$ cat config.mk
export PLATFORM = sky130hd
export DESIGN_NAME = dpx_front
export DESIGN_NICKNAME = d
export VERILOG_FILES = /design/src/hw/rtl/dpx_pkg.sv /design/src/hw/rtl/dpx_front.sv
export SDC_FILE = /design/constraint.sdc
export NUM_CORES = 1
export LEC_CHECK = 0
export ABC_CLOCK_PERIOD_IN_PS = 4100
export BUFFER_PORTS_ARGS = -buffer_cell sky130_fd_sc_hd__buf_2
export CAP_MARGIN = 20
export CORE_MARGIN = 2
export CORE_UTILIZATION = 33
export CTS_CLUSTER_SIZE = 8
export DETAILED_ROUTE_END_ITERATION = 8
export PLACE_DENSITY = 0.63
export SLEW_MARGIN = 40
export SYNTH_ARGS = -nofsm -noshare
export SYNTH_HDL_FRONTEND = slang
export SYNTH_SLANG_ARGS = --single-unit
export TNS_END_PERCENT = 1
$ cat constraint.sdc
create_clock -name clk_i -period 4.1 [get_ports clk_i]
set_input_delay 0.41 -clock clk_i [delete_from_list [all_inputs] [get_ports clk_i]]
set_output_delay 0.41 -clock clk_i [all_outputs]
set_load 0.005 [all_outputs]
$ cat src/hw/rtl/dpx_pkg.sv
`timescale 1ns / 1ps
// ----------------------------------------------------------------------------
// dpx_pkg
// Shared widths, configuration codes and the queue item of the depth pixel
// to xyz point converter.
// ----------------------------------------------------------------------------
package dpx_pkg;

  // frame geometry
  localparam int unsigned MAX_FRAME_DIM = 2048;
  localparam int unsigned CNT_W         = $clog2(MAX_FRAME_DIM);
  localparam int unsigned DIM_W         = CNT_W + 1;
  localparam int unsigned COORD_W       = CNT_W + 1;

  // field widths
  localparam int unsigned SIZE_W      = 12;
  localparam int unsigned DEPTH_W     = 16;
  localparam int unsigned CODE_W      = 16;
  localparam int unsigned IFOC_W      = 24;
  localparam int unsigned IFOC_HALF_W = IFOC_W / 2;
  localparam int unsigned COLOR_W     = 24;
  localparam int unsigned XY_W        = 35;
  localparam int unsigned CFG_IDX_W   = 3;
  localparam int unsigned CFG_DATA_W  = 24;

  // product widths: |coord| * depth, then times one half of inverse_focal
  localparam int unsigned P1_W       = CNT_W + DEPTH_W;
  localparam int unsigned P2_W       = P1_W + IFOC_HALF_W;
  localparam int unsigned PROD_W     = P1_W + IFOC_W;
  localparam int unsigned FRAC_SHIFT = 16;
  localparam int unsigned RND_W      = PROD_W + 1 - FRAC_SHIFT;

  // front to back queue
  localparam int unsigned QDEPTH = 4;
  localparam int unsigned QPTR_W = $clog2(QDEPTH);

  // configuration register indexes
  typedef enum logic [CFG_IDX_W-1:0] {
    CFG_FRAME_WIDTH   = 3'd0,
    CFG_FRAME_HEIGHT  = 3'd1,
    CFG_NO_SAMPLE     = 3'd2,
    CFG_SHADOW        = 3'd3,
    CFG_INVERSE_FOCAL = 3'd4
  } cfg_index_e;

  // settings the front end classifies with
  typedef struct packed {
    logic [SIZE_W-1:0] frame_width;
    logic [SIZE_W-1:0] frame_height;
    logic [CODE_W-1:0] no_sample_code;
    logic [CODE_W-1:0] shadow_code;
  } front_cfg_t;

  // one classified pixel
  typedef struct packed {
    logic [COORD_W-1:0] u;
    logic [COORD_W-1:0] v;
    logic [DEPTH_W-1:0] depth;
    logic               pt_valid;
    logic               frame_end;
    logic [COLOR_W-1:0] color;
  } item_t;

endpackage

$ cat src/hw/rtl/dpx_front.sv
`timescale 1ns / 1ps
// ----------------------------------------------------------------------------
// dpx_front
// Accepts raster pixels, tracks column and row, computes centred coordinates,
// validity, end of frame and packed colour, and pushes the result to the queue.
// ----------------------------------------------------------------------------
module dpx_front import dpx_pkg::*; (
  input  logic               clk_i,
  input  logic               rst_ni,
  input  front_cfg_t         cfg_i,
  input  logic               in_valid_i,
  output logic               in_ready_o,
  input  logic [DEPTH_W-1:0] depth_mm_i,
  input  logic [7:0]         red_in_i,
  input  logic [7:0]         green_in_i,
  input  logic [7:0]         blue_in_i,
  input  logic               q_full_i,
  output logic               push_o,
  output item_t              item_o
);

  // clamp to 2..MAX_FRAME_DIM and force even
  function automatic logic [DIM_W-1:0] eff_size(input logic [SIZE_W-1:0] r);
    logic [DIM_W-1:0] s;
    if (int'(r) < 2) begin
      s = DIM_W'(2);
    end else if (int'(r) > int'(MAX_FRAME_DIM)) begin
      s = DIM_W'(MAX_FRAME_DIM);
    end else begin
      s = DIM_W'(r);
    end
    s[0] = 1'b0;
    return s;
  endfunction

  logic [CNT_W-1:0] col_q, col_d;
  logic [CNT_W-1:0] row_q, row_d;
  logic [DIM_W-1:0] w_eff, h_eff;
  logic [DIM_W-1:0] col_inc, row_inc;
  logic             row_end, last_row;
  logic             depth_ok;

  assign w_eff    = eff_size(cfg_i.frame_width);
  assign h_eff    = eff_size(cfg_i.frame_height);
  assign col_inc  = {1'b0, col_q} + DIM_W'(1);
  assign row_inc  = {1'b0, row_q} + DIM_W'(1);
  assign row_end  = col_inc >= w_eff;
  assign last_row = row_inc >= h_eff;

  // zero and the two sensor codes mark a missing sample
  assign depth_ok = (depth_mm_i != '0) && (depth_mm_i != cfg_i.no_sample_code)
                    && (depth_mm_i != cfg_i.shadow_code);

  assign in_ready_o = !q_full_i;
  assign push_o     = in_valid_i && !q_full_i;

  // classified beat
  always_comb begin
    item_o.u         = {1'b0, col_q} - (w_eff >> 1);
    item_o.v         = {1'b0, row_q} - (h_eff >> 1);
    item_o.depth     = depth_mm_i;
    item_o.pt_valid  = depth_ok;
    item_o.frame_end = row_end && last_row;
    item_o.color     = {red_in_i, green_in_i, blue_in_i};
  end

  // raster position
  always_comb begin
    col_d = col_q;
    row_d = row_q;
    if (push_o) begin
      if (row_end) begin
        col_d = '0;
        row_d = last_row ? '0 : row_inc[CNT_W-1:0];
      end else begin
        col_d = col_inc[CNT_W-1:0];
      end
    end
  end

  always_ff @(posedge clk_i or negedge rst_ni) begin
    if (!rst_ni) begin
      col_q <= '0;
      row_q <= '0;
    end else begin
      col_q <= col_d;
      row_q <= row_d;
    end
  end

endmodule

After elaboration in Yosys (flattened, before gate mapping)
Cells that the tools add are included.
Cells by class
  magnitude comparators: 6
  reductions and logical operators: 7
  multiplexer cells: 6
  equality and inequality tests: 2
  $add $sub $neg: 4
Operators by type and width (count)
  $mux W12: 4
  $ne A16 B16 Y1: 2
  $add A11 B1 Y12 const B: 2
  $ge A12 B12 Y1: 2
  $gt A12 B12 Y1 const B: 2
  $lt A12 B2 Y1 const B: 2
  $sub A11 B11 Y12: 2
  $mux W11: 2
  $reduce_bool A16 Y1: 1
  $logic_and A1 B1 Y1: 4
  $reduce_and A2 Y1: 1
  $logic_not A1 Y1: 1
Storage, ports and cells
  input port bits: 100
  output and inout bits: 68
  bits in registers: 22
  word-level logic and storage cells: 27

Logic depth before layout (Yosys ltp)
  word-level depth: 5
  mapped depth: 14
  depth with buffers taken out: 12

Least setup slack after synthesis
No wires, ideal clock.
  path type: reg2out
  from: register col_q[2]
  to: output port item_o[24] (netlist bit)
  data arrival time: 2674 ps
  setup slack: 1016 ps
  buffers on the path: 2
  stages on the path, launching flop included: 14
  data required time: 3690 ps
  cell sequence: dfrtp_1 > and3_1 > and3_1 > and3_1 > buf_2 > nand3_1 > xnor2_1 > ha_1 > a21o_1 > a211oi_2 > o211ai_1 > and2_1 > buf_4 > and2_1
RTL lines
  from (decl): RTL line dpx_front.sv:36  | logic [CNT_W-1:0] col_q, col_d;
  from (signal assigned): RTL line dpx_front.sv:86  | col_q <= col_d;
  to (decl): RTL line dpx_front.sv:19  | output item_t item_o

==> summary.txt <==
Flow run
  • Number of max-cap violations: 0

Drt
  • 1st-pass router iterations: 6
  • Vias post-DR: 3377
  • Met2 Wirelength: 3.98 mm
  • Met3 routed WL: 436 microns
  • Routed len/inst: 13.2 microns
  • Met1 Wirelength: 4.26 mm
  • Routed Antenna Nets: 0
  • Post-route DRC: 0
  • DRT iter0 DRCs: 148
  • Post-Route WL: 8.76 mm
  • Drt via density: 5.09
  • Top sig layer: met4

Logic synthesis
  • Synth area leader: ha_1
  • Syn_nets: 596
  • Library cells used by synthesis: 59
  • Mean Syn Cell Area: 8.16 sq um
  • Synth Register Bits: 22
  • Synthesized area: 0.00365 sq mm
  • Most numerous cell in the Yosys netlist: xor2_1
  • Seq/Total Area, Yosys: 0.151
  • Synth area leaders: ha_1, dfrtp_1, xor2_1
  • Post-synth EDFFs: 0
  • Commonest cells in the netlist: xor2_1, ha_1, buf_4, nand2_1, dfrtp_1
  • Top-area cell type share of the netlist area: 0.157
  • Ys async rst share: 1.00
  • Syn Inst Count: 448
  • Most used DFF post-synth: dfrtp_1
  • Yosys warning total: 0

Place
  • Placed cell area: 0.00408 sq mm
  • PortBufs: 119
  • Post-DP HPWL: 7.39 mm
  • GP Congestion: 0.825

Timing
  • Final worst path period need: 3.75 ns
  • Achievable Freq: 0.267 GHz
  • Hold Vio Cnt, Final: 0
  • Relative slew margins: 0.664
  • Final setup TNS: 0 ns
  • Worst-Margin Slew: 0.503 ns
  • Max-slew violation count: 0
  • Unrepaired setup endpoints after global routing: no
  • Tcrit/Tclk final: 0.915
  • Layout Skew: 0.00239 ns
  • Final setup violation count: 0

Critical path
  • WP buf/inv: 1
  • Crit Reg-Reg Endpoint: col_q[0]
  • Reg2Reg Depth: 12
  • Worst-path maximum fanout: 12
  • Critical R2R Launch: col_q[2]
  • CP startpoint kind: flip-flop
  • CP dominant cell by count: and3_1
  • Arrival time worst endpoint: 3.34 ns
  • CP top delay family: simple AND/OR/NAND/NOR gates
  • Worst path slowest cell: dfrtp_1
  • Type of the worst setup path: reg2out
  • Critical path capture point type: output port
  • CP peak stage delay: 0.47 ns
  • R2r setup slk: 0.85 ns
  • Required time of the critical path: 3.69 ns
  • Cell breakdown of the critical path: and3_1, and3_1, and3_1, nand3_1, xnor2_1, ha_1, a21o_1, a211oi_2, o211ai_1, and2_1, and2_1, buf_2

Floorplanning
  • Overall die area: 0.0119 sq mm
  • Ports: 168
  • Die W: 109 microns
  • # rows: 38
  • Initial Util: 0.337
  • Core region area: 0.0108 sq mm
  • Die Ht: 109 microns

CTS
  • Clock-pin slew on the worst setup and hold paths: 0.08 ns
  • Post-CTS Hold Buffers: 0
  • Deepest clock path buffer count: 2
  • Root buffer cell: clkbuf_8
  • Htree depth: 1
  • CTS Buf Count: 3
  • TritonCTS sink count: 22
  • Worst skew pair latency: 0.26 ns
  • Post-CTS setup buffer count: 0
  • CTS tree: done
  • CTS resizes: 0

Run status
  • Status: finished clean

Finish
  • Multi-input logic area: 0.00267 sq mm
  • # fillers: 1145
  • Area grow syn2layout: 13.1%
  • Share of cells above drive strength 1: 0.270
  • Cell area after layout: 0.00414 sq mm
  • Post-layout net count: 672
  • Reg area: 551 sq um
  • ANT cells: 0

GRT
  • Vias in the first global route: 3113
  • Initial antenna violation count: 0
  • Overall Global Routing Usage: 0.140
  • Largest net degree at the start of global routing: 23
  • Total grt overflow: 0
  • Global-route wire length before repair: 13.8 mm

Power and ir drop
  • Clock Power Share: 0.124
  • Peak VDD IR: 0.195 mV
  • Sequential share of power: 0.243
  • Power per cell area: 296 mW/mm^2
  • Comb pwr share: 0.632
  • Psw: 0.000512 W
  • Internal Pwr Total: 0.000713 W
  • Leak: 2.13 nW
  • Switching part of the total power: 0.418

Worst hold path
  • Hold Path Class: in2async
-- cell families (layout without fill, tap and decap cells) --
group,after synthesis,after routing,synth area share
buf+inv,71,146,0.119
mux,6,6,0.0209
fa+ha+maj,48,48,0.168
xor+xnor,64,64,0.153
compound gates,84,84,0.157
simple gates,153,153,0.230
flops,22,22,0.151
-- layer usage --
metal / up-vias / global-route usage
li1: 1714 / -
met1: 1567 / 0.205
met2: 86 / 0.220
met3: 10 / 0.0108
met4: 0 / 0.0362
met5: - / 0
-- state kept, by name, summed over array words and instances, names as in the netlist --
register and flops:
col_q 11, row_q 11
-- layout make-up --
type,count,share of cell area
multi-input combinational,355,0.645
timing repair buffer,120,0.146
sequential,22,0.133
tap,140,0.0424
inverter,22,0.0200
clock buffer,4,0.0133
-- worst max path at each step --
stage / cells past startpoint / endpoint / from
floorplan: 13 / item_o[24] / col_q[2]
global placement: 12 / item_o[24] / col_q[2]
detailed placement: 12 / item_o[24] / col_q[2]
CTS: 12 / item_o[24] / col_q[2]
global route: 12 / item_o[24] / col_q[2]
finish: 12 / item_o[24] / col_q[2]
-- power by group through the flow --
stage	combinational, W	clock (W)	sequential (W)
after floorplan	0.000542	0	0.000286
after global placement	0.000763	0	0.000298
after detailed placement	0.000777	0	0.000302
after CTS	0.000784	0.000159	0.000298
after global routing	0.000885	0.000172	0.000306
final	0.000775	0.000152	0.000298
-- stage by stage --
step	worst slack (ns)	instances	hold WS [ns]	power (W)	util
after floorplan	1.02	448	0.114	0.000829	-
after global placement	0.776	659	0.404	0.00106	0.376
after detailed placement	0.630	659	0.413	0.00108	0.376
after CTS	0.326	663	0.130	0.00124	0.381
after global routing	0.0349	663	0.142	0.00136	0.381
final	0.349	663	0.110	0.00123	0.381
-- placed cells by master (no fill, tap or decap), types with 2 or more instances in the layout --
cell type	count
buf_2	119
xor2_1	47
ha_1	46
nand2_1	31
dfrtp_1	22
nand3_1	20
a21oi_1	20
o21ai_1	20
and3_1	17
inv_1	17
nor4_1	17
xnor2_1	17
nor2_1	16
nor2b_1	13
nand2b_1	9
a22o_1	8
o21a_1	7
nor3_1	6
nand4_1	6
o2bb2ai_1	6
inv_2	4
clkbuf_8	4
o211ai_1	3
or2_1	3
mux2_4	3
a21o_1	2
o22ai_1	2
or4b_1	2
a2111oi_0	2
o21ai_0	2
or3_1	2
a21boi_1	2
and2_1	2
mux2i_1	2
fa_1	2
No activity file was read; power rests on OpenSTA's default activity.
