<file path="src/hw/rtl/dpx_pkg.sv">
`timescale 1ns / 1ps
// ----------------------------------------------------------------------------
// dpx_pkg
// Shared widths, configuration codes and the queue item of the depth pixel
// to xyz point converter.
// ----------------------------------------------------------------------------
package dpx_pkg;

  // frame geometry
  localparam int unsigned MAX_FRAME_DIM = 2048;
  localparam int unsigned CNT_W         = $clog2(MAX_FRAME_DIM);
  localparam int unsigned DIM_W         = CNT_W + 1;
  localparam int unsigned COORD_W       = CNT_W + 1;

  // field widths
  localparam int unsigned SIZE_W      = 12;
  localparam int unsigned DEPTH_W     = 16;
  localparam int unsigned CODE_W      = 16;
  localparam int unsigned IFOC_W      = 24;
  localparam int unsigned IFOC_HALF_W = IFOC_W / 2;
  localparam int unsigned COLOR_W     = 24;
  localparam int unsigned XY_W        = 35;
  localparam int unsigned CFG_IDX_W   = 3;
  localparam int unsigned CFG_DATA_W  = 24;

  // product widths: |coord| * depth, then times one half of inverse_focal
  localparam int unsigned P1_W       = CNT_W + DEPTH_W;
  localparam int unsigned P2_W       = P1_W + IFOC_HALF_W;
  localparam int unsigned PROD_W     = P1_W + IFOC_W;
  localparam int unsigned FRAC_SHIFT = 16;
  localparam int unsigned RND_W      = PROD_W + 1 - FRAC_SHIFT;

  // front to back queue
  localparam int unsigned QDEPTH = 4;
  localparam int unsigned QPTR_W = $clog2(QDEPTH);

  // configuration register indexes
  typedef enum logic [CFG_IDX_W-1:0] {
    CFG_FRAME_WIDTH   = 3'd0,
    CFG_FRAME_HEIGHT  = 3'd1,
    CFG_NO_SAMPLE     = 3'd2,
    CFG_SHADOW        = 3'd3,
    CFG_INVERSE_FOCAL = 3'd4
  } cfg_index_e;

  // settings the front end classifies with
  typedef struct packed {
    logic [SIZE_W-1:0] frame_width;
    logic [SIZE_W-1:0] frame_height;
    logic [CODE_W-1:0] no_sample_code;
    logic [CODE_W-1:0] shadow_code;
  } front_cfg_t;

  // one classified pixel
  typedef struct packed {
    logic [COORD_W-1:0] u;
    logic [COORD_W-1:0] v;
    logic [DEPTH_W-1:0] depth;
    logic               pt_valid;
    logic               frame_end;
    logic [COLOR_W-1:0] color;
  } item_t;

endpackage

</file>
<file path="src/hw/rtl/dpx_back.sv">
`timescale 1ns / 1ps
// ----------------------------------------------------------------------------
// dpx_back
// Projection pipeline: |coord| * depth, times the two halves of inverse_focal,
// sum and round to Q.8, then saturate, apply sign, zero a missing sample and register the result.
// ----------------------------------------------------------------------------
module dpx_back import dpx_pkg::*; (
  input  logic                clk_i,
  input  logic                rst_ni,
  input  logic [IFOC_W-1:0]   ifoc_i,
  input  logic                q_empty_i,
  input  item_t               item_i,
  output logic                pop_o,
  output logic                out_valid_o,
  input  logic                out_ready_i,
  output logic [XY_W-1:0]     x_q8_o,
  output logic [XY_W-1:0]     y_q8_o,
  output logic [DEPTH_W-1:0]  z_mm_o,
  output logic                point_valid_o,
  output logic [COLOR_W-1:0]  packed_color_o,
  output logic                frame_end_o
);

  // fields that ride along the pipeline unchanged
  typedef struct packed {
    logic [DEPTH_W-1:0] depth;
    logic               pt_valid;
    logic               frame_end;
    logic [COLOR_W-1:0] color;
    logic [1:0]         neg;
  } side_t;

  localparam logic [RND_W-1:0] POS_MAX = RND_W'((64'd1 << (XY_W - 1)) - 64'd1);
  localparam logic [RND_W-1:0] NEG_MAG = RND_W'(64'd1 << (XY_W - 1));
  localparam logic [PROD_W:0]  HALF_LSB = (PROD_W + 1)'(64'd1 << (FRAC_SHIFT - 1));

  logic adv;

  logic                  s1_v_q, s2_v_q, s3_v_q, out_v_q;
  side_t                 s1_side_q, s2_side_q, s3_side_q;
  side_t                 s1_side_d;
  logic [1:0][P1_W-1:0]  s1_p_q, s1_p_d;
  logic [1:0][P2_W-1:0]  s2_lo_q, s2_hi_q, s2_lo_d, s2_hi_d;
  logic [1:0][RND_W-1:0] s3_r_q, s3_r_d;
  logic [1:0][XY_W-1:0]  out_xy_d;
  logic [1:0][COORD_W-1:0] coord;
  logic [1:0][COORD_W-1:0] coord_neg;
  logic [1:0][CNT_W-1:0]   mag;
  logic [1:0][PROD_W:0]    sum;
  logic [1:0][RND_W-1:0]   sat;

  // whole pipeline moves unless the output register holds an untaken beat
  assign adv         = !out_v_q || out_ready_i;
  assign pop_o       = adv && !q_empty_i;
  assign out_valid_o = out_v_q;

  // stage 1: magnitude of each coordinate times depth
  always_comb begin
    coord[0] = item_i.u;
    coord[1] = item_i.v;
    for (int i = 0; i < 2; i++) begin
      coord_neg[i] = -coord[i];
      mag[i]       = coord[i][COORD_W-1] ? coord_neg[i][CNT_W-1:0] : coord[i][CNT_W-1:0];
      s1_p_d[i]    = P1_W'(mag[i]) * P1_W'(item_i.depth);
    end
    s1_side_d.depth     = item_i.depth;
    s1_side_d.pt_valid  = item_i.pt_valid;
    s1_side_d.frame_end = item_i.frame_end;
    s1_side_d.color     = item_i.color;
    s1_side_d.neg       = {coord[1][COORD_W-1], coord[0][COORD_W-1]};
  end

  // stage 2: partial products against the low and high halves of inverse_focal
  always_comb begin
    for (int i = 0; i < 2; i++) begin
      s2_lo_d[i] = P2_W'(s1_p_q[i]) * P2_W'(ifoc_i[IFOC_HALF_W-1:0]);
      s2_hi_d[i] = P2_W'(s1_p_q[i]) * P2_W'(ifoc_i[IFOC_W-1:IFOC_HALF_W]);
    end
  end

  // stage 3: combine, round half away from zero on the magnitude, drop to Q.8
  always_comb begin
    for (int i = 0; i < 2; i++) begin
      sum[i]    = (PROD_W + 1)'(s2_lo_q[i]) + ((PROD_W + 1)'(s2_hi_q[i]) << IFOC_HALF_W)
                  + HALF_LSB;
      s3_r_d[i] = sum[i][PROD_W:FRAC_SHIFT];
    end
  end

  // stage 4: saturate, apply sign, zero for a missing sample
  always_comb begin
    for (int i = 0; i < 2; i++) begin
      if (s3_side_q.neg[i]) begin
        sat[i]      = (s3_r_q[i] > NEG_MAG) ? NEG_MAG : s3_r_q[i];
        out_xy_d[i] = XY_W'(-sat[i]);
      end else begin
        sat[i]      = (s3_r_q[i] > POS_MAX) ? POS_MAX : s3_r_q[i];
        out_xy_d[i] = XY_W'(sat[i]);
      end
      if (!s3_side_q.pt_valid) begin
        out_xy_d[i] = '0;
      end
    end
  end

  // stage valids
  always_ff @(posedge clk_i or negedge rst_ni) begin
    if (!rst_ni) begin
      s1_v_q  <= 1'b0;
      s2_v_q  <= 1'b0;
      s3_v_q  <= 1'b0;
      out_v_q <= 1'b0;
    end else if (adv) begin
      s1_v_q  <= !q_empty_i;
      s2_v_q  <= s1_v_q;
      s3_v_q  <= s2_v_q;
      out_v_q <= s3_v_q;
    end
  end

  // stage payloads
  always_ff @(posedge clk_i) begin
    if (adv) begin
      s1_p_q         <= s1_p_d;
      s1_side_q      <= s1_side_d;
      s2_lo_q        <= s2_lo_d;
      s2_hi_q        <= s2_hi_d;
      s2_side_q      <= s1_side_q;
      s3_r_q         <= s3_r_d;
      s3_side_q      <= s2_side_q;
      x_q8_o         <= out_xy_d[0];
      y_q8_o         <= out_xy_d[1];
      z_mm_o         <= s3_side_q.pt_valid ? s3_side_q.depth : '0;
      point_valid_o  <= s3_side_q.pt_valid;
      packed_color_o <= s3_side_q.color;
      frame_end_o    <= s3_side_q.frame_end;
    end
  end

endmodule

</file>
<file path="config.mk">
export PLATFORM = sky130hd
export DESIGN_NAME = dpx_back
export DESIGN_NICKNAME = d
export VERILOG_FILES = /design/src/hw/rtl/dpx_pkg.sv /design/src/hw/rtl/dpx_back.sv
export SDC_FILE = /design/constraint.sdc
export NUM_CORES = 2
export LEC_CHECK = 0
export BUFFER_PORTS_ARGS = -buffer_cell sky130_fd_sc_hd__buf_2
export CELL_PAD_IN_SITES_DETAIL_PLACEMENT = 0
export CELL_PAD_IN_SITES_GLOBAL_PLACEMENT = 1
export CORE_UTILIZATION = 45
export CTS_CLUSTER_DIAMETER = 80
export DETAILED_ROUTE_END_ITERATION = 16
export PLACE_DENSITY_LB_ADDON = 0.1
export SLEW_MARGIN = 0
export SYNTH_ARGS = -nofsm -noshare
export SYNTH_HDL_FRONTEND = slang
export SYNTH_SLANG_ARGS = --single-unit
</file>
<file path="constraint.sdc">
create_clock -name clk_i -period 19.7 [get_ports clk_i]
set_input_delay 0.985 -clock clk_i [delete_from_list [all_inputs] [get_ports clk_i]]
set_output_delay 0.985 -clock clk_i [all_outputs]
set_load 0.1 [all_outputs]
</file>
Word level (Yosys, flattened, before mapping). Index checks and enable logic that the tools add are counted.

Logic and storage cells: 63. Register bits after elaboration: 530. Output and inout bits: 114. Input bits: 94.

$add $sub $neg: 8. Reduce and logical (&&, ||, !) cells: 4. Muxes and demuxes: 8. Order comparisons: 4. Multipliers: 6.

Operator list (count): $mux 35 (6); $mul 27x12->39 (4); $add 39x51->52 (2); $add 52x16->52 const B (2); $gt 36x34->1 const B (2); $gt 36x35->1 const B (2); $neg 35->35 (2); $mul 11x16->27 (2); $mux 11 (2); $neg 11->11 (2); $logic_not 1->1 (2); $logic_and 1x1->1 (1); $logic_or 1x1->1 (1).

Depth between registers and ports, before layout.
Depth in word-level cells: 4. Gate-level depth with buffers: 29. Gate-level depth less buffers: 27.

Least setup slack after synthesis. OpenSTA, ideal clock, no wires.

Kind: register to register. Start point: register out_v_q (netlist: out_valid_o). End point: register frame_end_o (enable). Clock period less this slack: 11.588 ns. Buffers on the path: 0. Library setup time: 0.848 ns. Arrival time: 10.739 ns. Cell stages (with the launch flop): 3. Required time: 18.852 ns. Slack: 8.112 ns. Cells stage by stage: dfrtp_1 nor2b_1 inv_1.

Word-level cells in the longest chain between the ends: 2.

RTL lines: from (decl) (RTL line dpx_back.sv:39) `logic s1_v_q, s2_v_q, s3_v_q, out_v_q;`; from (signal assigned) (RTL line dpx_back.sv:117) `out_v_q <= s3_v_q;`; $logic_not 1->1 (RTL line dpx_back.sv:53) `assign adv = !out_v_q || out_ready_i;`; $logic_or 1x1->1 (RTL line dpx_back.sv:53); to (signal assigned) (RTL line dpx_back.sv:136) `frame_end_o <= s3_side_q.frame_end;`; to (decl) (RTL line dpx_back.sv:21) `output logic frame_end_o`.

No other way between the ends. A chain may end at the register's enable or synchronous reset.

==> metrics <==
die area 158000 um2; drt first-iter violations approximately 2.6k; postcts setup bufs 0; fill count around 14k; vias in the first global route 52.1k; starting density of the core 0.455; post-DP HPWL 132000 um; Rel. slew slack 0.167; root buf cell clkbuf_16; row cnt 144; share of post-route cells with drive strength above 1 0.0656; Vert. Die Dim 398 um; Via Count 48.7k; Setup Viol. Count Final 0; all-layer global routing usage 0.233; Post-DRT Antenna Nets 0; gpl congestion 0.848; Crit Reg-Reg Endpoint s2_lo_q[38]$_DFFE_PN_; period utilisation layout 0.393; largest cells by area after synthesis fa_1 (35%), edfxtp_1 (21%), ha_1 (9.6%); Post-CTS Resized 0; CP Launch Type input port; Reg2Reg Depth 21; Die X 398 um; IO Port Bufs 207; I/O pin count 208; Post-CTS Hold Fix Bufs 0; crit end category register; Setup Crit Path Kind in2reg; CTS tree built; synthesized flop and latch total 506; Synth Instances 7135; Core Region approximately 150000 um2; met1 Use GR 0.344; via/cell ratio 5.25; nets@finish 9049; RR Startpoint s1_p_q[7]$_DFFE_PN_; outcome completed; grt met3 use 0.0346; sequential area share after synthesis 0.215; Congestion Overflow GR 0; top cells by count, synth nand2_1 (1255), fa_1 (1248), inv_1 (1220); pins over their slew limit 0; worst path arrival time 8.16 ns; largest area contributor in the netlist fa_1; initial antenna violation count 21; Reg2Reg Setup Slack 12.77 ns; yosys warns 0; Post-Synthesis Cell Area 70500 um2; clk slew on worst S/H paths roughly 0.05 ns; Post-synth ARST share 0.00791; crit path to s1_p_q[25]$_DFFE_PN_; Clock Skew 0.0436 ns; most frequent cell after synthesis nand2_1; crit-path max FO 18; clock latency at the later pin of the worst-skew pair slightly above 0.7 ns; setup TNS 0 ns; first-pass GRT wire length roughly 290000 um; wire length per cell 19.2 um; final hold viol count 0; maximum root-to-sink buffer count 3; syn nets 9015; crit path time final 7.74 ns; DRC 0; Peak Freq around 0.13 GHz; layer with the highest usage met2; top-area cell type share of the netlist area 0.355; Worst Hold Class in2async; htree depth 3; largest net degree at the start of global routing 87; top_reg_cell synth edfxtp_1; # clock sinks 506; Pre-Repair DR Iteration Count 5; critical path data required time roughly 20 ns; Post-synth EDFFs 502; Worst Setup SP item_i[54]; Num CTS Buffers 72; area delta synth->final 7.74%; Max Cap Violations 0; RSZ-0062 raised after global routing false; GR Layer Usage met2 0.365; WL final 178000 um; library cells used by synthesis 95; synthesized area per cell a little under 10 um2; slew at the pin closest to its max-slew limit around 1.2 ns
==> area by class of cell <==
class,count,area [um2],area share
diodes,1,2.50,0.0000330
clock buffers,85,1850,0.0244
clock inverters,48,546,0.00719
inverters,1220,4590,0.0604
multi-input cells,5056,49400,0.650
flip-flops and latches,506,15200,0.200
well taps,2044,2560,0.0337
repair buffers,313,1830,0.0241
==> worst max-delay path: stages <==
cell and delay (ns):
buf_2 0.22, inv_1 0.12, ha_1 0.16, nand2_1 0.07, or3_1 0.35, o31a_1 0.30
xor2_1 0.92, nand2_1 0.17, fa_1 0.48, fa_1 0.48, inv_1 0.04, fa_1 0.46
fa_1 0.50, inv_1 0.05, fa_1 0.47, inv_1 0.04, ha_1 0.21, o41ai_2 0.50
o211ai_1 0.31, a2111oi_0 0.48, nor2_1 0.12, o21a_1 0.20, a311o_1 0.36, xor2_1 0.14
==> registers in the layout, summed over array words and instances, names as in the netlist, 16 cells and up <==
signal,flops
s3_side_q,44
s2_hi_q,78
s1_side_q,44
s1_p_q,54
s2_side_q,44
s3_r_q,72
z_mm_o,16
packed_color_o,24
y_q8_o,35
x_q8_o,35
s2_lo_q,54
==> kinds of logic (layout without fill, tap and decap cells) <==
logic type | after synthesis | count (layout) | share of synthesized area
mux | 3 | 3 | 0.000462
fa+ha+maj | 1786 | 1786 | 0.450
compound gates | 698 | 698 | 0.0656
simple gates | 2333 | 2333 | 0.155
xor+xnor | 236 | 236 | 0.0293
other cells | 0 | 1 | 0
flops | 506 | 506 | 0.215
buf+inv | 1573 | 1666 | 0.0841
==> worst min-delay path by stage <==
| stage | from | cells past startpoint | slack [ns] | end |
|---|---|---|---|---|
| CTS | rst_ni | 1 | 0.05 | s2_v_q$_DFFE_PN0N_ |
| finish | rst_ni | 1 | 0.11 | s2_v_q$_DFFE_PN0N_ |
| detailed placement | s3_side_q[12]$_DFFE_PN_ | 0 | 0.40 | packed_color_o[10]$_DFFE_PN_ |
| global route | rst_ni | 1 | 0.07 | s2_v_q$_DFFE_PN0N_ |
| floorplan | s3_side_q[26]$_DFFE_PN_ | 0 | 0.40 | frame_end_o$_DFFE_PN_ |
| global placement | s3_side_q[7]$_DFFE_PN_ | 0 | 0.40 | packed_color_o[5]$_DFFE_PN_ |
==> per-stage QoR <==
step,cells,hold WS (ns),setup WS [ns],cell area [um2],util
floorplan,7135,0.400,8.11,70500,-
global placement,9139,0.400,11.21,73500,0.475
detailed placement,9139,0.405,11.20,73500,0.475
CTS,9272,0.0476,11.96,75900,0.490
global route,9272,0.0656,11.61,75900,0.490
finish,9273,0.109,11.96,75900,0.490
==> cell usage in the layout, fill, tap and decap left out, types with 10 or more instances in the layout <==
cell / count
inv_1: 1219
ha_1: 538
or2_2: 11
buf_4: 106
a211o_1: 12
a21o_1: 86
and2_1: 564
nor2_1: 202
o21bai_1: 19
o31ai_1: 11
o211ai_1: 15
or3_1: 23
nand2b_1: 26
nand3_1: 54
o21ai_1: 28
a31oi_1: 22
and3_1: 25
fa_1: 1248
o21ai_0: 119
xnor2_1: 168
buf_2: 207
a211oi_1: 19
nand2_1: 1255
nand4_1: 18
nor4_1: 17
a21oi_1: 191
nor3_1: 61
clkbuf_16: 72
a21boi_1: 10
clkbuf_1: 13
edfxtp_1: 502
xor2_1: 68
nor2b_1: 32
o21a_1: 43
==> routing by layer <==
metal / vias to the layer above / share of wire
met4: 26 / 0.017
li1: 22400 / -
met3: 194 / 0.054
met5: - / 0.00097
met1: 25000 / 0.49
met2: 1135 / 0.44
Power is not shown: default switching activity piles up to over one toggle a cycle in this logic, so the estimate is an artifact.
