===== config.mk =====
export PLATFORM = sky130hd
export DESIGN_NAME = dpx_queue
export DESIGN_NICKNAME = d
export VERILOG_FILES = /design/src/hw/rtl/dpx_pkg.sv /design/src/hw/rtl/dpx_queue.sv
export SDC_FILE = /design/constraint.sdc
export NUM_CORES = 1
export LEC_CHECK = 0
export ABC_AREA = 0
export BUFFER_PORTS_ARGS = -buffer_cell sky130_fd_sc_hd__buf_4
export CORE_MARGIN = 2
export CORE_UTILIZATION = 50
export CTS_CLUSTER_SIZE = 40
export DETAILED_ROUTE_END_ITERATION = 8
export PLACE_DENSITY_LB_ADDON = 0.25
export SYNTH_ARGS = -nofsm -noshare
export SYNTH_HDL_FRONTEND = slang
export SYNTH_SLANG_ARGS = --single-unit

===== constraint.sdc =====
create_clock -name clk_i -period 3.33 [get_ports clk_i]
set_input_delay 0 -clock clk_i [delete_from_list [all_inputs] [get_ports clk_i]]
set_output_delay 0 -clock clk_i [all_outputs]
set_load 0.02 [all_outputs]

===== src/hw/rtl/dpx_pkg.sv =====
`timescale 1ns / 1ps
// ----------------------------------------------------------------------------
// dpx_pkg
// Shared widths, configuration codes and the queue item of the depth pixel
// to xyz point converter.
// ----------------------------------------------------------------------------
package dpx_pkg;

  // frame geometry
  localparam int unsigned MAX_FRAME_DIM = 2048;
  localparam int unsigned CNT_W         = $clog2(MAX_FRAME_DIM);
  localparam int unsigned DIM_W         = CNT_W + 1;
  localparam int unsigned COORD_W       = CNT_W + 1;

  // field widths
  localparam int unsigned SIZE_W      = 12;
  localparam int unsigned DEPTH_W     = 16;
  localparam int unsigned CODE_W      = 16;
  localparam int unsigned IFOC_W      = 24;
  localparam int unsigned IFOC_HALF_W = IFOC_W / 2;
  localparam int unsigned COLOR_W     = 24;
  localparam int unsigned XY_W        = 35;
  localparam int unsigned CFG_IDX_W   = 3;
  localparam int unsigned CFG_DATA_W  = 24;

  // product widths: |coord| * depth, then times one half of inverse_focal
  localparam int unsigned P1_W       = CNT_W + DEPTH_W;
  localparam int unsigned P2_W       = P1_W + IFOC_HALF_W;
  localparam int unsigned PROD_W     = P1_W + IFOC_W;
  localparam int unsigned FRAC_SHIFT = 16;
  localparam int unsigned RND_W      = PROD_W + 1 - FRAC_SHIFT;

  // front to back queue
  localparam int unsigned QDEPTH = 4;
  localparam int unsigned QPTR_W = $clog2(QDEPTH);

  // configuration register indexes
  typedef enum logic [CFG_IDX_W-1:0] {
    CFG_FRAME_WIDTH   = 3'd0,
    CFG_FRAME_HEIGHT  = 3'd1,
    CFG_NO_SAMPLE     = 3'd2,
    CFG_SHADOW        = 3'd3,
    CFG_INVERSE_FOCAL = 3'd4
  } cfg_index_e;

  // settings the front end classifies with
  typedef struct packed {
    logic [SIZE_W-1:0] frame_width;
    logic [SIZE_W-1:0] frame_height;
    logic [CODE_W-1:0] no_sample_code;
    logic [CODE_W-1:0] shadow_code;
  } front_cfg_t;

  // one classified pixel
  typedef struct packed {
    logic [COORD_W-1:0] u;
    logic [COORD_W-1:0] v;
    logic [DEPTH_W-1:0] depth;
    logic               pt_valid;
    logic               frame_end;
    logic [COLOR_W-1:0] color;
  } item_t;

endpackage


===== src/hw/rtl/dpx_queue.sv =====
`timescale 1ns / 1ps
// ----------------------------------------------------------------------------
// dpx_queue
// Small first-in first-out queue of classified pixels between front and back.
// ----------------------------------------------------------------------------
module dpx_queue import dpx_pkg::*; (
  input  logic  clk_i,
  input  logic  rst_ni,
  input  logic  push_i,
  input  item_t item_i,
  output logic  full_o,
  input  logic  pop_i,
  output logic  empty_o,
  output item_t item_o
);

  item_t             mem_q [QDEPTH];
  logic [QPTR_W-1:0] wr_ptr_q, wr_ptr_d;
  logic [QPTR_W-1:0] rd_ptr_q, rd_ptr_d;
  logic [QPTR_W:0]   cnt_q, cnt_d;
  logic              do_push, do_pop;

  assign full_o  = cnt_q == (QPTR_W + 1)'(QDEPTH);
  assign empty_o = cnt_q == '0;
  assign do_push = push_i && !full_o;
  assign do_pop  = pop_i && !empty_o;
  assign item_o  = mem_q[rd_ptr_q];

  // pointers and fill count
  always_comb begin
    wr_ptr_d = do_push ? wr_ptr_q + QPTR_W'(1) : wr_ptr_q;
    rd_ptr_d = do_pop ? rd_ptr_q + QPTR_W'(1) : rd_ptr_q;
    cnt_d    = cnt_q + (QPTR_W + 1)'(do_push) - (QPTR_W + 1)'(do_pop);
  end

  always_ff @(posedge clk_i or negedge rst_ni) begin
    if (!rst_ni) begin
      wr_ptr_q <= '0;
      rd_ptr_q <= '0;
      cnt_q    <= '0;
    end else begin
      wr_ptr_q <= wr_ptr_d;
      rd_ptr_q <= rd_ptr_d;
      cnt_q    <= cnt_d;
    end
  end

  // storage
  always_ff @(posedge clk_i) begin
    if (do_push) begin
      mem_q[wr_ptr_q] <= item_i;
    end
  end

endmodule


Word-level counts from Yosys, hierarchy flattened
Memories as Yosys holds them, arrays and structs flattened.
Index checks and enable logic that the tools add are counted.

storage, ports and cells
  input bits = 70
  memories = 1
  bits in writable memories = 264
  flip-flop bits (word level) = 7
  output and inout port bits = 68
  logic and storage cells = 16

memories
  name   words  width  read ports  clocked after memory_dff  wr ports  line             RTL
  mem_q  4      66     1           0                         1         dpx_queue.sv:17  item_t mem_q [QDEPTH];

cells by class
  add/sub/neg operators = 4
  reductions and logical operators = 5
  multiplexer cells = 2
  equality and inequality tests = 1

operators by type and width
  kind                                                           number
  2-bit by 1-bit adder with 2-bit output, second input constant  2
  3-bit by 1-bit adder with 3-bit output                         1
  3-bit equality test, second input constant                     1
  3-bit zero test                                                1
  3-bit by 1-bit subtractor with 3-bit output                    1
  1-bit logical AND                                              2
  1-bit zero test                                                2
  1-bit 2-to-1 mux                                               2

Longest topological paths before layout
Gate-level depths: netlist of run 1.

  depth in word-level cells = 5
  mapped depth = 8
  depth with buffers taken out = 8

Worst setup path before layout of run 1
No wires, ideal clock.

  kind = reg2reg
  start = register cnt_q[2]
  end = memory mem_q[0][0] (netlist bit) (enable)
  required time = 2.898 ns
  buffers on the path = 0
  setup time = 0.432 ns
  stages on the path, launching flop included = 3
  arrival = 2.335 ns
  clock period less this slack = 2.767 ns
  path slack = 0.563 ns
  path through = dfrtp_1 nor3b_2 and3b_1

between the ends
  word-level cells in the longest chain between the ends = 5

RTL lines
  what                                    line             RTL
  start, declared                         dpx_queue.sv:20  logic [QPTR_W:0] cnt_q, cnt_d;
  start signal, assigned                  dpx_queue.sv:44  cnt_q <= cnt_d;
  3-bit equality test                     dpx_queue.sv:23  assign full_o = cnt_q == (QPTR_W + 1)'(QDEPTH);
  net full_o                              dpx_queue.sv:11  output logic full_o,
  1-bit zero test                         dpx_queue.sv:25  assign do_push = push_i && !full_o;
  1-bit logical AND                       dpx_queue.sv:25
  1-bit 2-to-1 mux                        dpx_queue.sv:50  if (do_push) begin
  1-bit 2-to-1 mux (implied by the code)  dpx_queue.sv:51  mem_q[wr_ptr_q] <= item_i;
  end, declared                           dpx_queue.sv:17

The timed path passes the listed nets, and every way through them passes these cells.

==> flow_metrics.py, run 1 <==
metrics = {
    "status": {
        "status": "finished clean",
    },
    "critical_path": {
        "r2r_end": "cnt_q[2]",
        "cp.required_ns": 3.33,
        "r2r-start": "cnt_q[2]",
        "slowest_stage": "dfrtp_4",
        "arrival_ns": 2.47,
        "cp_max_fo": 30,
        "critical_path_class": "reg2out",
        "cp-end-kind": "output port",
        "cp_slowest_stage_delay_ns": 0.84,
        "rrSetupSlack_ns": 1.14,
        "start_kind": "register",
        "cp_cell_sequence": "buf_12, mux4_2, buf_4",
        "ff2ff_path_depth": 8,
    },
    "floorplanning": {
        "rows": 51,
        "die_x_um": 145,
        "num_io_pins": 138,
        "dieHeight_um": 145,
        "die_area_um2": 21200,
        "coreArea_um2": 19500,
        "start_util_pct": 51.3,
    },
    "clocking": {
        "clk_latency_ns": 0.53,
        "ctsResizeCount": 0,
        "cts_tree": "yes",
        "htreeDepth": 1,
        "numCtsBuffers": 27,
        "cts.clk_slew.worst_paths_ns": 0.06,
        "cts.sinks": 271,
        "cts_root_buf": "clkbuf_16",
        "cts_buffer_depth": 3,
    },
    "pwr": {
        "seqPwrFrac_pct": 43.4,
        "p_leak_nw": 4.46,
        "internal_power_mw": 7.94,
        "sw_frac_of_total_pct": 30.5,
        "pwr-share-comb_pct": 31.9,
        "power.switching_mw": 3.48,
        "ir_drop_mv": 0.526,
        "clkPwrFrac_pct": 24.7,
        "p_per_area_nw_per_um2": 886,
    },
    "grt": {
        "antenna_found_initial": 0,
        "grt_pass1_vias": 5215,
        "grt_pass1_wl_um": 28500,
        "grt_most_used_layer": "met2",
        "use_met1_pct": 24.0,
        "grt_overflow": 0,
        "grtUsageMet3_pct": 3.61,
        "grt_use_met2_pct": 28.6,
        "grt_max_degree": 68,
        "grtUsageTotal_pct": 17.3,
    },
    "sta": {
        "setup_tns_ns": 0,
        "slew_headroom_pct": 32.8,
        "finalWorstSetupSlack_ns": 0.856,
        "fin_crit_sh_pct": 74.3,
        "worst_pin_slew_ns": 1.01,
        "setup_violations": 0,
        "whs_ns": 0.213,
        "final-hold-violation-count": 0,
        "min_period_ns": 2.47,
        "timing.fmax_ghz": 0.404,
        "drv_slew": 0,
        "rsz0062_at_grt": "no",
        "fin_skew_ns": 0.0160,
    },
    "routing": {
        "routed_wl_um": 18200,
        "via_per_inst": 5.26,
        "postRouteAntennaNets": 0,
        "dr.pass1.iters": 5,
        "routedWlPerCell_um": 20.3,
        "drt_iter0_drc": 261,
        "drc": 0,
        "vias": 4727,
    },
    "finish": {
        "mostFrequentLayoutCells": "264 x edfxtp_1, 138 x buf_4, 70 x dlygate4sd3_1",
        "nNetsFinal": 690,
        "area_growth_pct": 28.9,
        "n_antenna_cell": 0,
        "final_common_cell": "edfxtp_1",
        "drive_gt1_share_pct": 40.3,
    },
    "synth": {
        "async_flop_share_pct": 2.58,
        "synthTopCellsByArea": "edfxtp_1 79%, mux4_2 15%, dfrtp_1 1.8%, ha_1 0.75%, buf_12 0.60%",
        "synth.cell_area_um2": 10000,
        "synth-seq-area-share_pct": 81.0,
        "synth_top_area_share_pct": 79.2,
        "yosysWarnings": 0,
        "synth-seq-cells": 271,
        "synth_edf_count": 264,
        "syn_avg_cell_area_um2": 25.9,
        "synth_top_area_cell": "edfxtp_1",
        "syn_nets": 463,
        "synth_cell_types": 21,
        "synth-main-ff-cell": "edfxtp_1",
        "syn_inst": 386,
    },
    "placed_design": {
        "port_buffers": 137,
        "hpwl_um": 10400,
        "place_congestion": 0.787,
        "pre_cts_ws_ns": 1.14,
    },
    "worst_hold_path": {
        "min_path_type": "in2reg",
        "worstHoldStart": "item_i[7]",
        "hold_end": "mem_q[2][7]",
        "hold_depth": 2,
    },
    "flow_run": {
        "cap_violations": 0,
    },
}
[how the worst max path moves through the flow]
stage,start,endpoint,slack [ns],cells past startpoint
after floorplan,cnt_q[2],mem_q[0][0],0.56,2
after global placement,cnt_q[1],cnt_q[2],1.22,8
after detailed placement,cnt_q[2],cnt_q[2],1.14,8
after CTS,rd_ptr_q[0],item_o[25],0.75,3
after global routing,rd_ptr_q[0],item_o[25],0.68,3
final,rd_ptr_q[0],item_o[25],0.86,3
[timing repair]
item | in CTS | in global routing
endpoints found under the hold margin | 275 | 0
buffers inserted | 0 | 0
hold buffers | 70 | 0
[synthesized netlist by cell type (2+ instances only)]
cell type and count:
and3b_1 4, buf_1 3, buf_12 3, buf_2 4, buf_4 4, dfrtp_1 7, edfxtp_1 264, ha_1 6
inv_1 6, mux4_2 66, nand2b_1 4, nand4bb_1 2, o211ai_1 2, xnor2_1 4
[worst max-delay path: cells and delay by family, from the launching register on]
family                 cells  cell delay (ns)
multiplexers               1             0.57
flip-flops                 1             0.84
buffers and inverters      2             0.52
[power groups by stage]
stage               clock network, mW  registers, mW  logic (mW)
CTS                              2.90           4.98        3.71
global placement                    0           5.00        3.60
floorplan                           0           4.72        2.55
global route                     3.03           5.05        3.87
finish                           2.82           4.95        3.65
detailed placement                  0           5.05        3.63
[final cells by class]
class	count	area, µm²
Inverter	6	22.5
Clock inverter	17	135
Clock buffer	32	694
Timing Repair Buffer	213	1840
Multi-Input combinational cell	94	1770
Sequential cell	271	8110
Fill cell	1303	6630
Tap cell	265	332
[through the flow]
step	std cells	area, µm²	total power, mW	util [%]
global placement	779	11400	8.60	58.2
CTS	898	12900	11.6	66.1
detailed placement	779	11400	8.69	58.2
floorplan	386	10000	7.27	-
finish	898	12900	11.4	66.1
global route	898	12900	11.9	66.1
[per-layer routing]
layer | share of wire, % | wire length (µm) | vias to the layer above
met5 | 0 | 0 | -
met1 | 44 | 7960 | 2454
met3 | 5.7 | 1030 | 27
met4 | 1.5 | 270 | 0
met2 | 49 | 8950 | 130
li1 | - | - | 2116
[registers in the layout (all words and copies together) (netlist names)]
name / count
wr_ptr_q: 2
cnt_q: 3
mem_q: 264
rd_ptr_q: 2
[cells by family after synthesis]
group,count (synthesis),share of synthesized area (%)
flip-flops,271,80.9
AND/OR/NAND/NOR,13,1.04
XOR/XNOR,4,0.350
AO/OA/AOI/OAI,4,0.313
buffers and inverters,21,1.55
adder cells (fa/ha/maj),7,0.950
multiplexers,66,14.9
Note: power is estimated with default switching activity, not from simulation.
==> inputs of run 2 (changes only) <==
==> constraint.sdc (replaced) <==
create_clock -name clk_i -period 2.1 [get_ports clk_i]
set_input_delay 0 -clock clk_i [delete_from_list [all_inputs] [get_ports clk_i]]
set_output_delay 0 -clock clk_i [all_outputs]
set_load 0.02 [all_outputs]
==> run 2 against run 1 <==
Power grew 61%. Non-clock buffer count grew 16. Highest routed layer unchanged. Critical path type unchanged. Largest power group unchanged. Critical path depth is the same. First-iteration DRC count shrank 1.5%.
==> flow_metrics.py, run 2 (synthesis gave the netlist of run 1 again) <==
metrics = {
    "critical_path": {
        "r2r_end": "cnt_q[2]",
        "cp-end-kind": "output port",
        "slowest_stage": "dfrtp_4",
        "ff2ff_path_depth": 8,
        "r2r-start": "cnt_q[1]",
        "cp.required_ns": 2.10,
        "path_buf_inv": 2,
        "cp_cell_sequence": "buf_12, mux4_2, buf_4",
        "cp_slowest_stage_delay_ns": 0.73,
        "arrival_ns": 2.01,
        "critical_path_class": "reg2out",
        "cp_max_fo": 27,
        "crit_family": "flip-flops",
        "start_kind": "register",
        "rrSetupSlack_ns": 0.11,
    },
    "finish": {
        "fillers": 1290,
        "largest_reg_flops": 264,
        "nNetsFinal": 706,
        "area_growth_pct": 30.6,
        "drive_gt1_share_pct": 42.2,
        "final_common_cell": "edfxtp_1",
        "n_antenna_cell": 0,
        "mostFrequentLayoutCells": "264 x edfxtp_1, 151 x buf_4, 70 x dlygate4sd3_1",
        "regMostFlops": "mem_q",
        "top_regs": "mem_q x264, cnt_q x3",
        "fin_cells": 914,
    },
    "clocking": {
        "htreeDepth": 1,
        "cts.sinks": 271,
        "cts_buffer_depth": 3,
        "cts_tree": "yes",
        "cts.clk_slew.worst_paths_ns": 0.06,
        "cts_root_buf": "clkbuf_16",
        "numCtsBuffers": 27,
        "clk_latency_ns": 0.51,
    },
    "worst_hold_path": {
        "worstHoldStart": "item_i[46]",
        "min_path_type": "in2reg",
        "hold_end": "mem_q[3][46]",
        "hold_depth": 2,
    },
    "sta": {
        "worst_pin_slew_ns": 0.484,
        "timing.fmax_ghz": 0.498,
        "drv_slew": 0,
        "final-hold-violation-count": 0,
        "rsz0062_at_grt": "no",
        "setup_tns_ns": 0,
        "slew_headroom_pct": 67.7,
        "setup_violations": 0,
        "fin_skew_ns": 0.0156,
        "min_period_ns": 2.01,
        "fin_crit_sh_pct": 95.7,
    },
    "pwr": {
        "pwr-share-comb_pct": 34.8,
        "power.switching_mw": 5.58,
        "p_leak_nw": 4.56,
        "clkPwrFrac_pct": 24.1,
        "p_per_area_nw_per_um2": 1410,
        "internal_power_mw": 12.8,
        "sw_frac_of_total_pct": 30.3,
        "seqPwrFrac_pct": 41.1,
        "ir_drop_mv": 0.894,
    },
    "grt": {
        "grt_overflow": 0,
        "grt_pass1_wl_um": 29100,
        "grtUsageTotal_pct": 17.6,
        "grt_pass1_vias": 5290,
        "grt_max_degree": 47,
        "antenna_found_initial": 0,
    },
    "status": {
        "status": "finished clean",
    },
    "routing": {
        "vias": 4844,
        "routedWlPerCell_um": 20.2,
        "via_per_inst": 5.30,
        "routed_wl_um": 18500,
        "drc": 0,
        "drt_iter0_drc": 257,
        "dr.pass1.iters": 5,
        "postRouteAntennaNets": 0,
    },
    "placed_design": {
        "hpwl_um": 10700,
        "placed_cells_incl_taps": 793,
        "place_congestion": 0.763,
        "port_buffers": 137,
    },
    "floorplanning": {
        "num_io_pins": 138,
        "die_x_um": 145,
        "die_area_um2": 21200,
        "dieHeight_um": 145,
        "start_util_pct": 51.3,
        "coreArea_um2": 19500,
        "rows": 51,
    },
    "flow_run": {
        "cap_violations": 0,
    },
}
[run 2: cell types whose count changed in the layout (fill, tap and decap cells not counted), moves of 2 or more]
| cell | before | now |
|---|---|---|
| buf_4 | 138 | 151 |
| dfrtp_2 | 0 | 2 |
| buf_12 | 5 | 7 |
| clkinv_1 | 5 | 7 |
| dfrtp_1 | 5 | 3 |
[run 2: power groups by stage]
stage	clock network, mW	logic [mW]	registers (mW)
after floorplan	0	4.05	7.45
after global placement	0	6.27	7.59
after detailed placement	0	6.33	7.67
after CTS	4.56	6.46	7.57
after global routing	4.78	6.82	7.66
final	4.44	6.40	7.56
[run 2: metal layers]
layer / global-route usage [%] / vias up / wire length (µm)
met5: 0 / - / 0
met4: 3.92 / 0 / 229
met3: 4.04 / 21 / 1130
met2: 30.4 / 141 / 9360
met1: 23.2 / 2541 / 7770
li1: - / 2141 / -
[run 2: worst max-delay path by stage]
stage / from / end / slack, ns / cells past startpoint
detailed placement: cnt_q[1] / cnt_q[2] / -0.03 / 8
floorplan: cnt_q[1] / cnt_q[2] / 0.03 / 8
global route: rd_ptr_q[0] / item_o[15] / 0.008 / 3
global placement: cnt_q[1] / cnt_q[2] / 0.05 / 8
finish: rd_ptr_q[1] / item_o[16] / 0.09 / 3
CTS: cnt_q[1] / cnt_q[2] / 0.0006 / 8
[run 2: final cells by class]
type                       count  area, µm²  area share [%]
inverter                       6       22.5           0.172
tap                          265        332            2.54
multi-input combinational     94       1800            13.7
clock inverter                17        129           0.986
timing repair buffer         229       1990            15.2
clock buffer                  32        694            5.31
sequential                   271       8110            62.1
[run 2: stage by stage]
stage	utilization [%]	power, mW	instance area (µm²)	worst slack (ns)	hold slack (ns)
6_report	66.9	18.4	13100	0.0902	0.223
5_1_grt	66.9	19.3	13100	0.00845	0.220
4_1_cts	66.8	18.6	13000	0.000583	0.204
3_5_place_dp	58.9	14.0	11500	-0.0263	-0.180
2_1_floorplan	-	11.5	10000	0.0342	-0.296
3_3_place_gp	58.9	13.9	11500	0.0541	-0.180
[run 2: repair_timing]
item	4_1_cts	5_1_grt
buffers inserted	1	1
setup endpoints to repair	1	16
pin swaps	1	0
hold buffers	70	0
endpoints found under the hold margin	275	0
resized for setup	1	6
==> inputs of run 3 (changes only) <==
--- a/config.mk
+++ b/config.mk
@@ -5,12 +5,13 @@
 export SDC_FILE = /design/constraint.sdc
 export NUM_CORES = 1
 export LEC_CHECK = 0
-export ABC_AREA = 0
+export ABC_AREA = 1
 export BUFFER_PORTS_ARGS = -buffer_cell sky130_fd_sc_hd__buf_4
 export CORE_MARGIN = 2
 export CORE_UTILIZATION = 50
 export CTS_CLUSTER_SIZE = 40
 export DETAILED_ROUTE_END_ITERATION = 8
+export GPL_TIMING_DRIVEN = 1
 export PLACE_DENSITY_LB_ADDON = 0.25
 export SYNTH_ARGS = -nofsm -noshare
 export SYNTH_HDL_FRONTEND = slang
==> run 3 against run 2 <==
Sequential cell count unchanged. Area after synthesis up 7.7%. Utilization is 1.8 points lower. First-iteration DRC count is 100% higher. Cell count up 54%. Via count increased by 43%. Clock power up 1%. Die area up 7.5%. Hold slack got worse by 0.0034 ns. Sequential share of layout area shrank 3.1 points. Maximum frequency up 3.2%. Largest cell class unchanged. Non-clock buffer count fell by 2.
==> flow_metrics.py, run 3 <==
metrics = {
    "status": {
        "status": "finished clean",
    },
    "finish": {
        "mostFrequentLayoutCells": "264 x edfxtp_1, 215 x nand2_1, 148 x buf_4",
        "nNetsFinal": 1185,
        "largest_reg_flops": 264,
        "fillers": 1557,
        "fin_cells": 1404,
        "n_antenna_cell": 0,
        "drive_gt1_share_pct": 17.7,
        "area_growth_pct": 27.4,
        "regMostFlops": "mem_q",
        "final_common_cell": "edfxtp_1",
        "top_regs": "mem_q x264, cnt_q x3",
    },
    "synth": {
        "synth_top_area_share_pct": 73.5,
        "syn_nets": 971,
        "synth-main-ff-cell": "edfxtp_1",
        "synth-seq-area-share_pct": 75.2,
        "synth_top_area_cell": "edfxtp_1",
        "synth.cell_area_um2": 10800,
        "synth_commonest_cells": "264 x edfxtp_1, 217 x nand2_1, 137 x nor2_1",
        "synth_edf_count": 264,
        "async_flop_share_pct": 2.58,
        "synthTopCellsByArea": "edfxtp_1 74%, nand2_1 7.6%, nor2_1 4.8%, o21ai_0 3.7%, inv_1 2.8%",
        "synth-seq-cells": 271,
        "syn_avg_cell_area_um2": 12.1,
        "synth_cell_types": 17,
        "syn_inst": 894,
        "yosysMostFrequentCell": "edfxtp_1",
        "yosysWarnings": 0,
    },
    "grt": {
        "grt_pass1_wl_um": 32900,
        "grt_overflow": 0,
        "grtUsageTotal_pct": 18.5,
        "grt_max_degree": 103,
        "grt_pass1_vias": 6654,
        "antenna_found_initial": 0,
    },
    "critical_path": {
        "cp-end-kind": "register",
        "cp.required_ns": 2.57,
        "cp_max_fo": 5,
        "arrival_ns": 2.42,
        "critical_path_class": "reg2reg",
        "start_kind": "register",
    },
    "sta": {
        "setup_violations": 0,
        "min_period_ns": 1.95,
        "whs_ns": 0.219,
        "fin_crit_sh_pct": 92.8,
        "worst_pin_slew_ns": 0.419,
        "final-hold-violation-count": 0,
        "slew_headroom_pct": 72.1,
        "fin_skew_ns": 0.0135,
        "drv_slew": 0,
        "setup_tns_ns": 0,
        "timing.fmax_ghz": 0.513,
        "finalWorstSetupSlack_ns": 0.152,
    },
    "clocking": {
        "htreeDepth": 1,
        "cts_root_buf": "clkbuf_16",
        "numCtsBuffers": 28,
        "cts_tree": "yes",
        "cts_buffer_depth": 3,
        "cts_setup_buffers": 0,
        "cts.clk_slew.worst_paths_ns": 0.06,
        "clk_latency_ns": 0.53,
        "cts.sinks": 271,
    },
    "placed_design": {
        "place_congestion": 0.777,
        "port_buffers": 137,
        "pre_cts_ws_ns": 0.165,
        "placed_cells_incl_taps": 1283,
        "hpwl_um": 11600,
    },
    "floorplanning": {
        "coreArea_um2": 21100,
        "num_io_pins": 138,
        "dieHeight_um": 151,
        "rows": 53,
        "die_x_um": 151,
        "die_area_um2": 22800,
        "start_util_pct": 51.1,
    },
    "worst_hold_path": {
        "min_path_type": "in2reg",
    },
    "routing": {
        "postRouteAntennaNets": 0,
        "routedWlPerCell_um": 14.9,
        "routed_wl_um": 20900,
        "drt_iter0_drc": 523,
        "vias": 6935,
        "dr.pass1.iters": 5,
        "drc": 0,
        "via_per_inst": 4.94,
    },
    "flow_run": {
        "cap_violations": 0,
    },
    "pwr": {
        "p_leak_nw": 5.53,
        "p_per_area_nw_per_um2": 1420,
        "ir_drop_mv": 0.989,
    },
}
## run 3: cell count changes after synthesis, sizes merged, moves of 2 or more
| cell | previous run | this run |
|---|---|---|
| o21ai | 0 | 132 |
| and3b | 4 | 0 |
| nand2b | 4 | 0 |
| o211ai | 2 | 0 |
| nand2 | 1 | 217 |
| nor2 | 0 | 137 |
| inv | 6 | 82 |
| xnor2 | 4 | 0 |
| nand3 | 0 | 4 |
| buf | 15 | 26 |
| clkbuf | 0 | 17 |
| mux4 | 66 | 0 |
| nand4bb | 2 | 0 |
## run 3: logic make-up (layout without fill, tap and decap cells)
family | Yosys count | in the layout | share of synthesized area [%]
adder cells (fa/ha/maj) | 7 | 7 | 0.882
AO/OA/AOI/OAI | 132 | 132 | 6.13
buffers and inverters | 125 | 360 | 5.26
AND/OR/NAND/NOR | 359 | 359 | 12.6
flip-flops | 271 | 271 | 75.2
## run 3: power breakdown
group          internal, mW  switching [mW]
registers              7.11           0.251
logic                  2.72            4.91
clock network          2.64            1.86
total                  12.5            7.02
## run 3: worst paths after layout
check | depth (start not counted) | slack, ns | start | end
max | 10 | 0.15 | cnt_q[1] | cnt_q[2]
min | 2 | 0.22 | item_i[54] | mem_q[3][54]
max reg2reg | 10 | 0.15 | cnt_q[1] | cnt_q[2]
min reg2reg | 1 | 0.53 | cnt_q[0] | cnt_q[0]
max in group asynchronous | 3 | 1.36 | rst_ni | rd_ptr_q[0]
min in group asynchronous | 3 | 0.44 | rst_ni | cnt_q[1]
## run 3: per-stage QoR
step | util, % | instance area [µm²] | total power [mW]
5_1_grt | 65.2 | 13700 | 20.7
6_report | 65.2 | 13700 | 19.5
3_3_place_gp | 57.8 | 12200 | 14.9
4_1_cts | 65.1 | 13700 | 19.6
3_5_place_dp | 57.8 | 12200 | 15.0
2_1_floorplan | - | 10800 | 12.2
## run 3: layer usage
layer / vias up / global-route usage, % / part of all wire (%)
met3: 29 / 2.68 / 5.6
met4: 0 / 4.67 / 1.9
met1: 3287 / 24.6 / 43
met5: - / 0 / 0
li1: 3422 / - / -
met2: 197 / 32.3 / 50
## run 3: layout make-up
type	count	area (µm²)	share of cell area, %
Clock buffer	39	763	5.56
Clock inverter	12	77.6	0.565
Inverter	82	310	2.26
Multi-Input combinational cell	498	2150	15.7
Sequential cell	271	8110	59.0
Tap cell	275	344	2.50
Timing Repair Buffer	227	1980	14.4
## run 3: what timing repair did
action                     CTS  global route
hold endpoints to repair   275             0
hold buffers                70             0
setup endpoints to repair    0             4
resized for setup            0             3
## run 3: critical path, stage by stage, from the launching register on
cell and delay, ns:
dfrtp_1 0.41, nor2_2 0.16, nand2_2 0.10, nand2_1 0.09
inv_1 0.05, ha_1 0.26, inv_1 0.04, ha_1 0.18
fa_1 0.37, nand3b_1 0.17, nand2_1 0.07
